$ cat src/sv/hfl_pkg.sv
package hfl_pkg;

    // font geometry
    localparam int MAX_HEIGHT   = 16;
    localparam int CODE_DIGITS  = 4;
    localparam int BITMAP_START = 5;
    localparam int STORE_DEPTH  = 4 * MAX_HEIGHT;
    localparam int COUNT_MAX    = STORE_DEPTH + BITMAP_START;
    localparam int ROW_LIMIT    = 16;

    // widths
    localparam int CHAR_W  = 8;
    localparam int NIB_W   = 4;
    localparam int CODE_W  = 16;
    localparam int ROWI_W  = 4;
    localparam int BITS_W  = 16;
    localparam int SIZE_W  = 5;
    localparam int ADDR_W  = $clog2(STORE_DEPTH);
    localparam int COUNT_W = $clog2(COUNT_MAX + 1);
    localparam int ROWS_W  = $clog2(ROW_LIMIT + 1);
    localparam int FIELD_W = CODE_W + ROWI_W + BITS_W + SIZE_W + SIZE_W + 1;
    localparam int TDATA_W = ((FIELD_W + 7) / 8) * 8;

    localparam logic [CHAR_W-1:0] CHAR_NEWLINE = 8'h0A;

    localparam logic ITEM_ROW = 1'b0;
    localparam logic ITEM_END = 1'b1;

    typedef enum logic [1:0] {
        ST_RECV,
        ST_ROWS,
        ST_PUSH,
        ST_END
    } ctrl_state_t;

    typedef struct packed {
        logic accept;
        logic latch_geom;
        logic clear_line;
        logic rd_issue;
        logic load_row;
        logic load_end;
    } dp_cmd_t;

    typedef struct packed {
        logic newline;
        logic phase_body;
        logic rows_zero;
        logic nib_last;
        logic row_last;
        logic out_free;
    } dp_status_t;

endpackage

$ cat src/sv/hfl_ram.sv
module hfl_ram #(
    parameter int WIDTH = 4,
    parameter int DEPTH = 64
) (
    input  logic                     clk,
    input  logic                     we,
    input  logic [$clog2(DEPTH)-1:0] waddr,
    input  logic [WIDTH-1:0]         wdata,
    input  logic                     re,
    input  logic [$clog2(DEPTH)-1:0] raddr,
    output logic [WIDTH-1:0]         rdata
);

    logic [WIDTH-1:0] mem [DEPTH];
    logic [WIDTH-1:0] rdata_reg;

    always_ff @(posedge clk)
    begin
        if (we)
        begin
            mem[waddr] <= wdata;
        end
        if (re)
        begin
            rdata_reg <= mem[raddr];
        end
    end

    assign rdata = rdata_reg;

endmodule

$ cat src/sv/hfl_datapath.sv
module hfl_datapath (
    input  logic                          clk,
    input  logic                          rst_n,
    input  logic [hfl_pkg::CHAR_W-1:0]    char_in,
    input  hfl_pkg::dp_cmd_t              cmd,
    output hfl_pkg::dp_status_t           status,
    input  logic                          m_tready,
    output logic                          m_tvalid,
    output logic [hfl_pkg::TDATA_W-1:0]   m_tdata,
    output logic                          m_tuser,
    output logic                          m_tlast
);

    import hfl_pkg::*;

    typedef enum logic [1:0] {
        PH_CODE,
        PH_BODY,
        PH_SKIP
    } line_phase_t;

    function automatic logic [NIB_W:0] nibble_of(input logic [CHAR_W-1:0] c);
        logic [NIB_W:0] v;
        v = {1'b1, {NIB_W{1'b0}}};
        if (c >= 8'h30 && c <= 8'h39)
        begin
            v = {1'b0, c[NIB_W-1:0]};
        end
        else if ((c >= 8'h41 && c <= 8'h46) || (c >= 8'h61 && c <= 8'h66))
        begin
            v = {1'b0, NIB_W'(c[2:0]) + NIB_W'(9)};
        end
        return v;
    endfunction

    // line state
    line_phase_t          phase_reg, phase_next;
    logic [CODE_W-1:0]    code_reg, code_next;
    logic [COUNT_W-1:0]   count_reg, count_next;
    logic [COUNT_W-1:0]   bad_reg, bad_next;

    // geometry latched at newline
    logic                 narrow_reg;
    logic [SIZE_W-1:0]    height_reg;
    logic [SIZE_W-1:0]    width_reg;
    logic [ROWS_W-1:0]    rows_reg;

    // row readout
    logic [ROWS_W-1:0]    row_reg;
    logic [1:0]           nib_reg;
    logic [ADDR_W-1:0]    addr_reg;
    logic                 pend_reg;
    logic [BITS_W-1:0]    bits_reg;

    // output word
    logic                 out_valid_reg;
    logic [CODE_W-1:0]    o_code_reg;
    logic                 o_kind_reg;
    logic [ROWI_W-1:0]    o_row_reg;
    logic [BITS_W-1:0]    o_bits_reg;
    logic [SIZE_W-1:0]    o_width_reg;
    logic [SIZE_W-1:0]    o_height_reg;
    logic                 o_setsz_reg;
    logic                 o_last_reg;

    logic [NIB_W:0]       nib_v;
    logic                 is_hex;
    logic                 newline;
    logic [COUNT_W-1:0]   store_pos;
    logic [COUNT_W-1:0]   len;
    logic [COUNT_W-1:0]   good;
    logic [COUNT_W-1:0]   rows_full;
    logic [COUNT_W-1:0]   height_full;
    logic                 narrow;
    logic [SIZE_W-1:0]    height_w;
    logic [SIZE_W-1:0]    width_w;
    logic                 ram_we;
    logic [NIB_W-1:0]     rdata;
    logic [BITS_W-1:0]    row_word;

    assign nib_v     = nibble_of(char_in);
    assign is_hex    = ~nib_v[NIB_W];
    assign newline   = (char_in == CHAR_NEWLINE);
    assign store_pos = count_reg - COUNT_W'(BITMAP_START);

    // geometry from the finished line
    assign len         = (count_reg > COUNT_W'(BITMAP_START)) ? store_pos : '0;
    assign narrow      = (len >> 1) <= COUNT_W'(MAX_HEIGHT);
    assign good        = (len < bad_reg) ? len : bad_reg;
    assign rows_full   = narrow ? (good >> 1) : (good >> 2);
    assign height_full = narrow ? (len >> 1) : (len >> 2);
    assign height_w    = height_full[SIZE_W-1:0];
    assign width_w     = narrow ? (height_w >> 1) : height_w;

    assign ram_we = cmd.accept && !newline && (phase_reg == PH_BODY)
                    && (count_reg >= COUNT_W'(BITMAP_START))
                    && (count_reg < COUNT_W'(COUNT_MAX));

    hfl_ram #(
        .WIDTH (NIB_W),
        .DEPTH (STORE_DEPTH)
    ) u_store (
        .clk   (clk),
        .we    (ram_we),
        .waddr (store_pos[ADDR_W-1:0]),
        .wdata (nib_v[NIB_W-1:0]),
        .re    (cmd.rd_issue),
        .raddr (addr_reg),
        .rdata (rdata)
    );

    // narrow rows sit in the upper byte
    assign row_word = narrow_reg ? {bits_reg[NIB_W-1:0], rdata, 8'h00}
                                 : {bits_reg[BITS_W-NIB_W-1:0], rdata};

    // line accumulation
    always_comb
    begin
        phase_next = phase_reg;
        code_next  = code_reg;
        count_next = count_reg;
        bad_next   = bad_reg;
        if (cmd.clear_line || cmd.load_end)
        begin
            phase_next = PH_CODE;
            code_next  = '0;
            count_next = '0;
            bad_next   = COUNT_W'(STORE_DEPTH);
        end
        else if (cmd.accept && !newline)
        begin
            if (phase_reg == PH_CODE)
            begin
                if (!is_hex)
                begin
                    phase_next = PH_SKIP;
                end
                else
                begin
                    code_next = {code_reg[CODE_W-NIB_W-1:0], nib_v[NIB_W-1:0]};
                    if (count_reg == COUNT_W'(CODE_DIGITS - 1))
                    begin
                        phase_next = PH_BODY;
                    end
                end
            end
            if (ram_we && !is_hex && (bad_reg >= COUNT_W'(STORE_DEPTH)))
            begin
                bad_next = store_pos;
            end
            if (count_reg < COUNT_W'(COUNT_MAX))
            begin
                count_next = count_reg + COUNT_W'(1);
            end
        end
    end

    always_ff @(posedge clk or negedge rst_n)
    begin
        if (!rst_n)
        begin
            phase_reg     <= PH_CODE;
            code_reg      <= '0;
            count_reg     <= '0;
            bad_reg       <= COUNT_W'(STORE_DEPTH);
            out_valid_reg <= 1'b0;
            pend_reg      <= 1'b0;
        end
        else
        begin
            phase_reg <= phase_next;
            code_reg  <= code_next;
            count_reg <= count_next;
            bad_reg   <= bad_next;
            pend_reg  <= cmd.rd_issue;
            if (cmd.load_row || cmd.load_end)
            begin
                out_valid_reg <= 1'b1;
            end
            else if (m_tready)
            begin
                out_valid_reg <= 1'b0;
            end
        end
    end

    // readout sequencing and output word
    always_ff @(posedge clk)
    begin
        if (cmd.latch_geom)
        begin
            narrow_reg <= narrow;
            height_reg <= height_w;
            width_reg  <= width_w;
            rows_reg   <= rows_full[ROWS_W-1:0];
            row_reg    <= '0;
            nib_reg    <= '0;
            addr_reg   <= '0;
        end
        if (cmd.rd_issue)
        begin
            addr_reg <= addr_reg + ADDR_W'(1);
            nib_reg  <= status.nib_last ? 2'd0 : nib_reg + 2'd1;
            if (pend_reg)
            begin
                bits_reg <= {bits_reg[BITS_W-NIB_W-1:0], rdata};
            end
        end
        if (cmd.load_row)
        begin
            row_reg      <= row_reg + ROWS_W'(1);
            o_code_reg   <= code_reg;
            o_kind_reg   <= ITEM_ROW;
            o_row_reg    <= row_reg[ROWI_W-1:0];
            o_bits_reg   <= row_word;
            o_width_reg  <= '0;
            o_height_reg <= '0;
            o_setsz_reg  <= 1'b0;
            o_last_reg   <= 1'b0;
        end
        else if (cmd.load_end)
        begin
            o_code_reg   <= code_reg;
            o_kind_reg   <= ITEM_END;
            o_row_reg    <= '0;
            o_bits_reg   <= '0;
            o_width_reg  <= width_reg;
            o_height_reg <= height_reg;
            o_setsz_reg  <= narrow_reg;
            o_last_reg   <= 1'b1;
        end
    end

    assign status.newline    = newline;
    assign status.phase_body = (phase_reg == PH_BODY);
    assign status.rows_zero  = (rows_full == '0);
    assign status.nib_last   = (nib_reg == (narrow_reg ? 2'd1 : 2'd3));
    assign status.row_last   = ((row_reg + ROWS_W'(1)) == rows_reg);
    assign status.out_free   = !out_valid_reg || m_tready;

    assign m_tvalid = out_valid_reg;
    assign m_tuser  = o_kind_reg;
    assign m_tlast  = o_last_reg;
    assign m_tdata  = TDATA_W'({o_setsz_reg, o_height_reg, o_width_reg,
                                o_bits_reg, o_row_reg, o_code_reg});

endmodule

$ cat src/sv/hfl_ctrl.sv
module hfl_ctrl (
    input  logic                 clk,
    input  logic                 rst_n,
    input  logic                 s_tvalid,
    output logic                 s_tready,
    input  hfl_pkg::dp_status_t  status,
    output hfl_pkg::dp_cmd_t     cmd
);

    import hfl_pkg::*;

    ctrl_state_t state_reg, state_next;

    always_ff @(posedge clk or negedge rst_n)
    begin
        if (!rst_n)
        begin
            state_reg <= ST_RECV;
        end
        else
        begin
            state_reg <= state_next;
        end
    end

    // next state
    always_comb
    begin
        state_next = state_reg;
        unique case (state_reg)
            ST_RECV:
            begin
                if (s_tvalid && status.newline && status.phase_body)
                begin
                    state_next = status.rows_zero ? ST_END : ST_ROWS;
                end
            end
            ST_ROWS:
            begin
                if (status.nib_last)
                begin
                    state_next = ST_PUSH;
                end
            end
            ST_PUSH:
            begin
                if (status.out_free)
                begin
                    state_next = status.row_last ? ST_END : ST_ROWS;
                end
            end
            ST_END:
            begin
                if (status.out_free)
                begin
                    state_next = ST_RECV;
                end
            end
            default:
            begin
                state_next = ST_RECV;
            end
        endcase
    end

    // outputs
    always_comb
    begin
        cmd      = '0;
        s_tready = 1'b0;
        unique case (state_reg)
            ST_RECV:
            begin
                s_tready   = 1'b1;
                cmd.accept = s_tvalid;
                if (s_tvalid && status.newline)
                begin
                    cmd.latch_geom = status.phase_body;
                    cmd.clear_line = !status.phase_body;
                end
            end
            ST_ROWS:
            begin
                cmd.rd_issue = 1'b1;
            end
            ST_PUSH:
            begin
                cmd.load_row = status.out_free;
            end
            ST_END:
            begin
                cmd.load_end = status.out_free;
            end
            default:
            begin
                cmd = '0;
            end
        endcase
    end

endmodule

$ cat src/sv/hex_font_line_parser.sv
// hex font line parser
//
// input stream: one text byte per word on s_tdata; byte 0x0a ends a line. a
// line is four hex code digits, one separator byte, then bitmap hex digits.
// output stream: at each newline of a line with a good code, one word per
// complete bitmap row (m_tuser = 0), then one glyph-end word (m_tuser = 1,
// m_tlast = 1) with width, height and the narrow-glyph font-size flag. lines
// whose code is bad give no words.
//
// text bytes are taken one per cycle while no readout runs. a newline starts
// the row readout from the digit store, one nibble read per cycle within a
// row: each row reads its digits (2 for narrow, 4 for wide rows) and then
// loads its row word into the output register, and the glyph-end word
// follows the last row. s_tready is low during readout.
//
// reset (rst_n low, asynchronous) drops any partial line and any word held
// at the output. a stalled receiver holds the output word; readout waits for
// it, and text bytes keep flowing while only the glyph-end word is pending.
module hex_font_line_parser (
    input  logic                          clk,
    input  logic                          rst_n,
    // slave side
    input  logic                          s_tvalid,
    output logic                          s_tready,
    input  logic [hfl_pkg::CHAR_W-1:0]    s_tdata,   // [7:0] char_in
    // master side
    output logic                          m_tvalid,
    input  logic                          m_tready,
    // [15:0] glyph_code, [19:16] row_index, [35:20] row_bits,
    // [40:36] pixel_width, [45:41] font_height, [46] set_font_size, [47] zero
    output logic [hfl_pkg::TDATA_W-1:0]   m_tdata,
    output logic                          m_tuser,   // [0] item_kind
    output logic                          m_tlast    // last word of the line
);

    import hfl_pkg::*;

    dp_cmd_t    cmd;
    dp_status_t status;

    // sequencer: byte intake, row readout, glyph end
    hfl_ctrl u_ctrl (
        .clk      (clk),
        .rst_n    (rst_n),
        .s_tvalid (s_tvalid),
        .s_tready (s_tready),
        .status   (status),
        .cmd      (cmd)
    );

    // line state, digit store, row assembly and output register
    hfl_datapath u_dp (
        .clk      (clk),
        .rst_n    (rst_n),
        .char_in  (s_tdata),
        .cmd      (cmd),
        .status   (status),
        .m_tready (m_tready),
        .m_tvalid (m_tvalid),
        .m_tdata  (m_tdata),
        .m_tuser  (m_tuser),
        .m_tlast  (m_tlast)
    );

endmodule
$ cat config.mk
export PLATFORM = sky130hd
export DESIGN_NAME = hex_font_line_parser
export DESIGN_NICKNAME = d
export VERILOG_FILES = /design/src/sv/hfl_pkg.sv /design/src/sv/hfl_ram.sv /design/src/sv/hfl_datapath.sv /design/src/sv/hfl_ctrl.sv /design/src/sv/hex_font_line_parser.sv
export SDC_FILE = /design/constraint.sdc
export NUM_CORES = 1
export LEC_CHECK = 0
export BUFFER_PORTS_ARGS = -buffer_cell sky130_fd_sc_hd__buf_4
export CAP_MARGIN = 0
export CELL_PAD_IN_SITES_DETAIL_PLACEMENT = 1
export CELL_PAD_IN_SITES_GLOBAL_PLACEMENT = 1
export CORE_ASPECT_RATIO = 1.1
export CORE_MARGIN = 2
export CORE_UTILIZATION = 30
export CTS_BUF_LIST = sky130_fd_sc_hd__clkbuf_16
export CTS_CLUSTER_DIAMETER = 200
export DETAILED_ROUTE_END_ITERATION = 7
export PLACE_DENSITY = 0.54
export SETUP_SLACK_MARGIN = 0.1
export SLEW_MARGIN = 20
export SYNTH_ARGS = -nofsm -noshare
export SYNTH_HDL_FRONTEND = slang
export SYNTH_SLANG_ARGS = --single-unit
$ cat constraint.sdc
create_clock -name clk -period 5.6 [get_ports clk]
set_clock_uncertainty 0.05 [all_clocks]
set_input_delay 1.12 -clock clk [delete_from_list [all_inputs] [get_ports clk]]
set_output_delay 1.12 -clock clk [all_outputs]
set_load 0.02 [all_outputs]
== Word level (Yosys, flattened, before mapping) ==
Memory sizes are Yosys's and may differ from the RTL's. A register that Yosys moved wholly into a read port is not among the register bits.
Index checks and enable logic that the tools add are counted.
Widths: inputs -> output; s select.
Cells by class
  $add $sub $neg: 6
  $lt $le $gt $ge: 12
  eq/ne operators: 13
  multiplexer cells: 54
  reduce and logical (&&, ||, !) cells: 36
Operators by type and width (number)
  $mux 16: 9
  $mux 7: 8
  $mux 2: 16
  $mux 5: 5
  $mux 6: 3
  $ge 8x7->1 const B: 2
  $le 8x7->1 const B: 2
  $reduce_bool 2->1: 8
  $mux 4: 3
  $logic_and 1x1->1: 11
  $eq 8x4->1 const B: 1
  $ge 8x6->1 const B: 1
  $le 8x6->1 const B: 1
  $mux 1: 8
  $ne 2x1->1 const B: 4
  $pmux 2 s4: 1
  $add 7x1->7 const B: 1
  $eq 7x2->1 const B: 1
  $ge 7x3->1 const B: 1
  $ge 7x7->1 const B: 1
  $gt 7x3->1 const B: 1
  $logic_not 7->1: 1
  $lt 7x7->1: 1
  $lt 7x7->1 const B: 1
  19 further kinds: 30
Word-level totals
  flip-flop bits (word level): 125
  memory bits (writable): 256
  input port bits: 12
  output and inout bits: 52
  logic and storage cells: 145
  memories kept: 1
Memory list
  u_dp.u_store.mem: depth 64, width 4, read ports 1, clocked after Yosys merged registers in 1, wr ports 1, line hfl_ram.sv:14  | logic [WIDTH-1:0] mem [DEPTH];

== Logic depth before layout (Yosys ltp) ==
  depth in word-level cells: 13
  mapped depth: 15
  gate-level depth less buffers: 13

== By module ==
A second synthesis with hierarchy kept.
Second synthesis, totals
  cell total of the unflattened synthesis: 991
  area, all modules: 16141.7 um2
By module, submodules not included
  hfl_ram: times used 1, cells each 521, area each 10447.5 um2, sequential area each 7807.5 um2
  hfl_datapath: times used 1, cells each 448, area each 5519.0 um2, sequential area each 3404.5 um2
  hfl_ctrl: times used 1, cells each 22, area each 175.2 um2, sequential area each 50.0 um2

== Worst setup path after synthesis ==
No wires, ideal clock.
  path kind: input -> register
  from: input s_tdata[0] (netlist bit)
  to: memory u_dp.u_store.mem[0][2], data pin
  library setup time: 0.720 ns
  data arrival time: 4.646 ns
  required time: 4.830 ns
  path slack: 0.184 ns
  stages: 6
  buffers on the path: 0
  cells stage by stage: inv_1 ha_1 or3b_1 nand4_1 or2_2 o31ai_1
On the way
  word-level cells in the longest chain between the ends: 5
  elaborated cells on any way between the ends: 13
  classes of those cells: add/sub: 1; order compare: 6; mux: 2; reduce/logical: 4
RTL lines
  from (decl): line hex_font_line_parser.sv:25  | input logic [hfl_pkg::CHAR_W-1:0] s_tdata,
  $ge 8x7->1 / $le 8x7->1 (equally long branches): line hfl_datapath.sv:29  | else if ((c >= 8'h41 && c <= 8'h46) || (c >= 8'h61 && c <= 8'h66))
  $logic_and 1x1->1: line hfl_datapath.sv:29
  $logic_or 1x1->1: line hfl_datapath.sv:29
  $mux 5: line hfl_datapath.sv:29
  $mux 5 *: line hfl_datapath.sv:25  | if (c >= 8'h30 && c <= 8'h39)
  named net u_dp.nib_v[2]: line hfl_datapath.sv:66  | logic [NIB_W:0] nib_v;
  to (decl): line hfl_ram.sv:14
The timed path passes the listed nets; every way through them passes the cells marked *.

== Worst setup path after layout ==
  from: register u_dp.count_reg[0]
  to: register u_dp.rows_reg[0], data pin
On the way
  word-level cells in the longest chain between the ends: 5
  elaborated cells on any way between the ends: 7
  classes of those cells: add/sub: 1; order compare: 3; mux: 3
RTL lines
  from (decl): line hfl_datapath.sv:39  | logic [COUNT_W-1:0] count_reg, count_next;
  from (signal assigned): line hfl_datapath.sv:173  | count_reg <= count_next;
  $sub 7x3->7 / $gt 7x3->1 (equally long branches): line hfl_datapath.sv:84, hfl_datapath.sv:87
  $mux 7 *: line hfl_datapath.sv:87  | assign len = (count_reg > COUNT_W'(BITMAP_START)) ? store_pos : '0;
  $lt 7x7->1: line hfl_datapath.sv:89  | assign good = (len < bad_reg) ? len : bad_reg;
  $mux 7: line hfl_datapath.sv:89
  $mux 6 *: line hfl_datapath.sv:90  | assign rows_full = narrow ? (good >> 1) : (good >> 2);
  named net u_dp.rows_full[0]: line hfl_datapath.sv:72  | logic [COUNT_W-1:0] rows_full;
  to (signal assigned): line hfl_datapath.sv:195  | rows_reg <= rows_full[ROWS_W-1:0];
  to (decl): line hfl_datapath.sv:46  | logic [ROWS_W-1:0] rows_reg;
Marked as above.
A chain may end at the register's enable or synchronous reset.

==> reports/results.tsv <==
stage	metric	value	unit
synth	synth.area.mux_share	12.8	%
sta	fin_crit_sh	73.0	%
final_layout	largest_register	u_dp.u_store.mem	
die	ioPinCount	64	
worst_hold_path	min_path_cells	2	
final_layout	multi_input_area	4500	µm²
clock_network	cts.sinks	385	
worst_setup_path	crit_path_max_incr_delay	0.76	ns
synth	synthAdderAreaFrac	1.17	%
final_layout	final_cell_mix	edfxtp_1 (337), nor2_1 (123), nand2_1 (90)	
synth	ys.flop_type	edfxtp_1	
worst_setup_path	cp.depth	13	
global_routing	grt_pass1_wl	57100	µm
synth	synth_top_area_cell	edfxtp_1	
worst_setup_path	cpLargestDelayFamily	simple AND/OR/NAND/NOR gates	
final_layout	fin_util	35.3	%
sta	post-route-min-period	4.09	ns
worst_setup_path	path_class	reg -> reg	
worst_hold_path	hp-class	reg -> reg	
worst_setup_path	rr_startpoint	u_dp.count_reg[0]	
clock_network	cts_made_buffers	41	
die	core_area	52600	µm²
die	die_area	55400	µm²
global_routing	antenna_found_initial	0	
sta	slew_headroom	33.2	%
sta	hold_violations	0	
final_layout	largest_register_ffs	256	
placement	io_buffers	62	
clock_network	path_clk_slew	0.06	ns
worst_setup_path	start_kind	flip-flop	
worst_setup_path	r2r_cells	13	
synth	synth_xor_area_share	1.25	%
synth	synth-simple-area-share	9.39	%
synth	syn_area	16100	µm²
power	power_per_cell_area	385	nW/µm²
placement	dp_hpwl	23800	µm
synth	synth_edf_count	337	
clock_network	cts_tree	yes	
worst_hold_path	hold-path-endpoint	u_dp.o_width_reg[3]	
clock_network	cts_resized	0	
final_layout	nNetsFinal	1088	
synth	synth_area_leaders	edfxtp_1 (63%), mux4_2 (11%), dfrtp_1 (5.5%)	
sta	holdWs	0.385	ns
global_routing	grt_pass1_vias	9175	
synth	ys_warn_count	0	
route	dr_total_vias	8498	
clock_network	clock_path_buffers	3	
sta	finalSetupViolCount	0	
sta	tns	0	ns
sta	slew_violations	0	
route	vias_per_cell	4.81	
route	wl	36800	µm
synth	synth-async-reset-ratio	9.35	%
placement	preCtsSetupSlack	1.50	ns
die	die_w	225	µm
route	detail-route-antenna-nets	0	
global_routing	grt_use_met3	2.15	%
route	wl_per_cell	20.8	µm
status	run_status	completed	
final_layout	syn_to_final_growth	15.8	%
route	drtIter0Drc	503	
route	drc	0	
clock_network	clk_latency	0.54	ns
global_routing	busiest_layer	met2	
sta	setup_ws	1.51	ns
clock_network	htreeDepth	2	
worst_setup_path	crit_chain	inv_1, ha_1, nor2b_1, nor3b_1, a21oi_2, inv_1, ha_1, nand4_1, nor3_1, a21oi_1, nand2_2, mux2i_1, mux2i_1	
sta	grt_setup_unrepaired	no	
job	maxCapViolations	0	
worst_hold_path	min-delay-start	u_dp.o_width_reg[3]	
worst_setup_path	arrival	4.30	ns
clock_network	root_buffer	clkbuf_16	
final_layout	register_area	11300	µm²
placement	gp_congestion	0.746	
worst_setup_path	crit_slowest_cell	dfrtp_1	
synth	avgSynthCellArea	16.2	µm²
die	start_util	30.5	%
synth	synth_top_area_share	63.0	%
synth	ys_ff_latch	385	
final_layout	fillers	5316	
global_routing	use_met2	23.8	%
clock_network	cts_setup_buffers	0	
synth	synth_fp_nets	1020	
final_layout	drive_above_1_share	21.8	%
die	die_y	247	µm
worst_setup_path	rrSetupSlack	1.51	ns
power	leakagePower	6.33	nW
global_routing	grt_usage	13.6	%
global_routing	grt_max_degree	67	
synth	yosysSeqAreaShare	70.2	%
worst_setup_path	cp_max_fo	18	
route	first_pass_iters	5	
clock_network	cts_hold_buffers	0	
sta	worstMarginPinSlew	1.00	ns
global_routing	grt_overflow	0	
worst_setup_path	r2r-end	u_dp.rows_reg[0]	
die	row_count	88	
power	ir_drop	0.190	mV
synth	synth_top_family_by_area	multiplexers	
synth	synth-compound-area-share	3.11	%
final_layout	final_common_cell	edfxtp_1	
synth	synth_cell_types	69	
worst_setup_path	crit_buf_inv	2	
worst_setup_path	required	5.82	ns
synth	synthCells	993	
worst_setup_path	end_kind	flip-flop	
sta	clock.fmax	245	MHz
final_layout	diodes	0	
global_routing	gr-usage-met1	17.3	%
-- stage by stage --
stage          std cells  cell area (µm²)  power [mW]
6_report            1768            18600        7.16
5_1_grt             1768            18600        7.48
4_1_cts             1768            18600        7.25
3_5_place_dp        1693            17200        4.51
3_3_place_gp        1693            17200        4.50
2_1_floorplan        993            16100        4.15
-- cell type report --
cell class              instances  area share (%)
clock buffers                  43            5.79
clock inverters                32            1.47
inverters                      22           0.444
multi-input cells             537            24.2
flip-flops and latches        385            60.6
well taps                     675            4.54
repair buffers                 74            2.99
-- synthesized netlist by cell type (all sizes together), types with 3 or more instances --
| cell | instances |
|---|---|
| nand2 | 92 |
| nand3b | 3 |
| o21a | 6 |
| nor3 | 10 |
| or3 | 3 |
| a21oi | 24 |
| nor4 | 3 |
| buf | 28 |
| dfxtp | 12 |
| inv | 22 |
| o21ai | 11 |
| nand4 | 7 |
| ha | 15 |
| nor2b | 6 |
| o31ai | 6 |
| xnor2 | 9 |
| edfxtp | 337 |
| nor2 | 125 |
| clkbuf | 21 |
| xor2 | 14 |
| or2 | 3 |
| a22oi | 4 |
| mux4 | 80 |
| and2 | 16 |
| mux2i | 23 |
| nand2b | 11 |
| dfrtp | 35 |
| nand3 | 31 |
-- power breakdown --
group | total (mW) | leakage, nW | internal [mW] | switching, mW
registers | 3.30 | 3.67 | 3.18 | 0.119
logic | 1.15 | 1.95 | 0.386 | 0.760
clock network | 2.71 | 0.705 | 1.62 | 1.10
-- per-layer routing --
metal  share of wire (%)  vias up
met5                   0        -
met4                 2.5        0
met3                 3.7       55
met2                  50      152
met1                  43     4385
li1                    -     3906
-- worst min-delay path, delay by kind of cell (launching register included) --
| kind | cells | cell delay (ns) |
|---|---|---|
| AND/OR/NAND/NOR | 2 | 0.09 |
| flip-flops | 1 | 0.31 |
-- worst max path at each step --
stage	startpoint	endpoint	slack, ns
final	u_dp.count_reg[0]	u_dp.rows_reg[0]	1.51
after CTS	u_dp.count_reg[0]	u_dp.rows_reg[0]	1.48
after detailed placement	u_dp.count_reg[0]	u_dp.rows_reg[0]	1.50
after floorplan	s_tdata[0]	u_dp.u_store.mem[0][2]	0.18
after global placement	u_dp.count_reg[0]	u_dp.rows_reg[0]	1.59
after global routing	u_dp.count_reg[0]	u_dp.rows_reg[0]	1.18
-- logic make-up (layout without fill, tap and decap cells) --
group,Yosys count,in the layout
flops,385,385
mux,105,105
other cells,1,1
buf+inv,71,171
compound gates,72,72
simple gates,321,321
fa+ha+maj,15,15
xor+xnor,23,23
(Power assumes the default switching activity.)
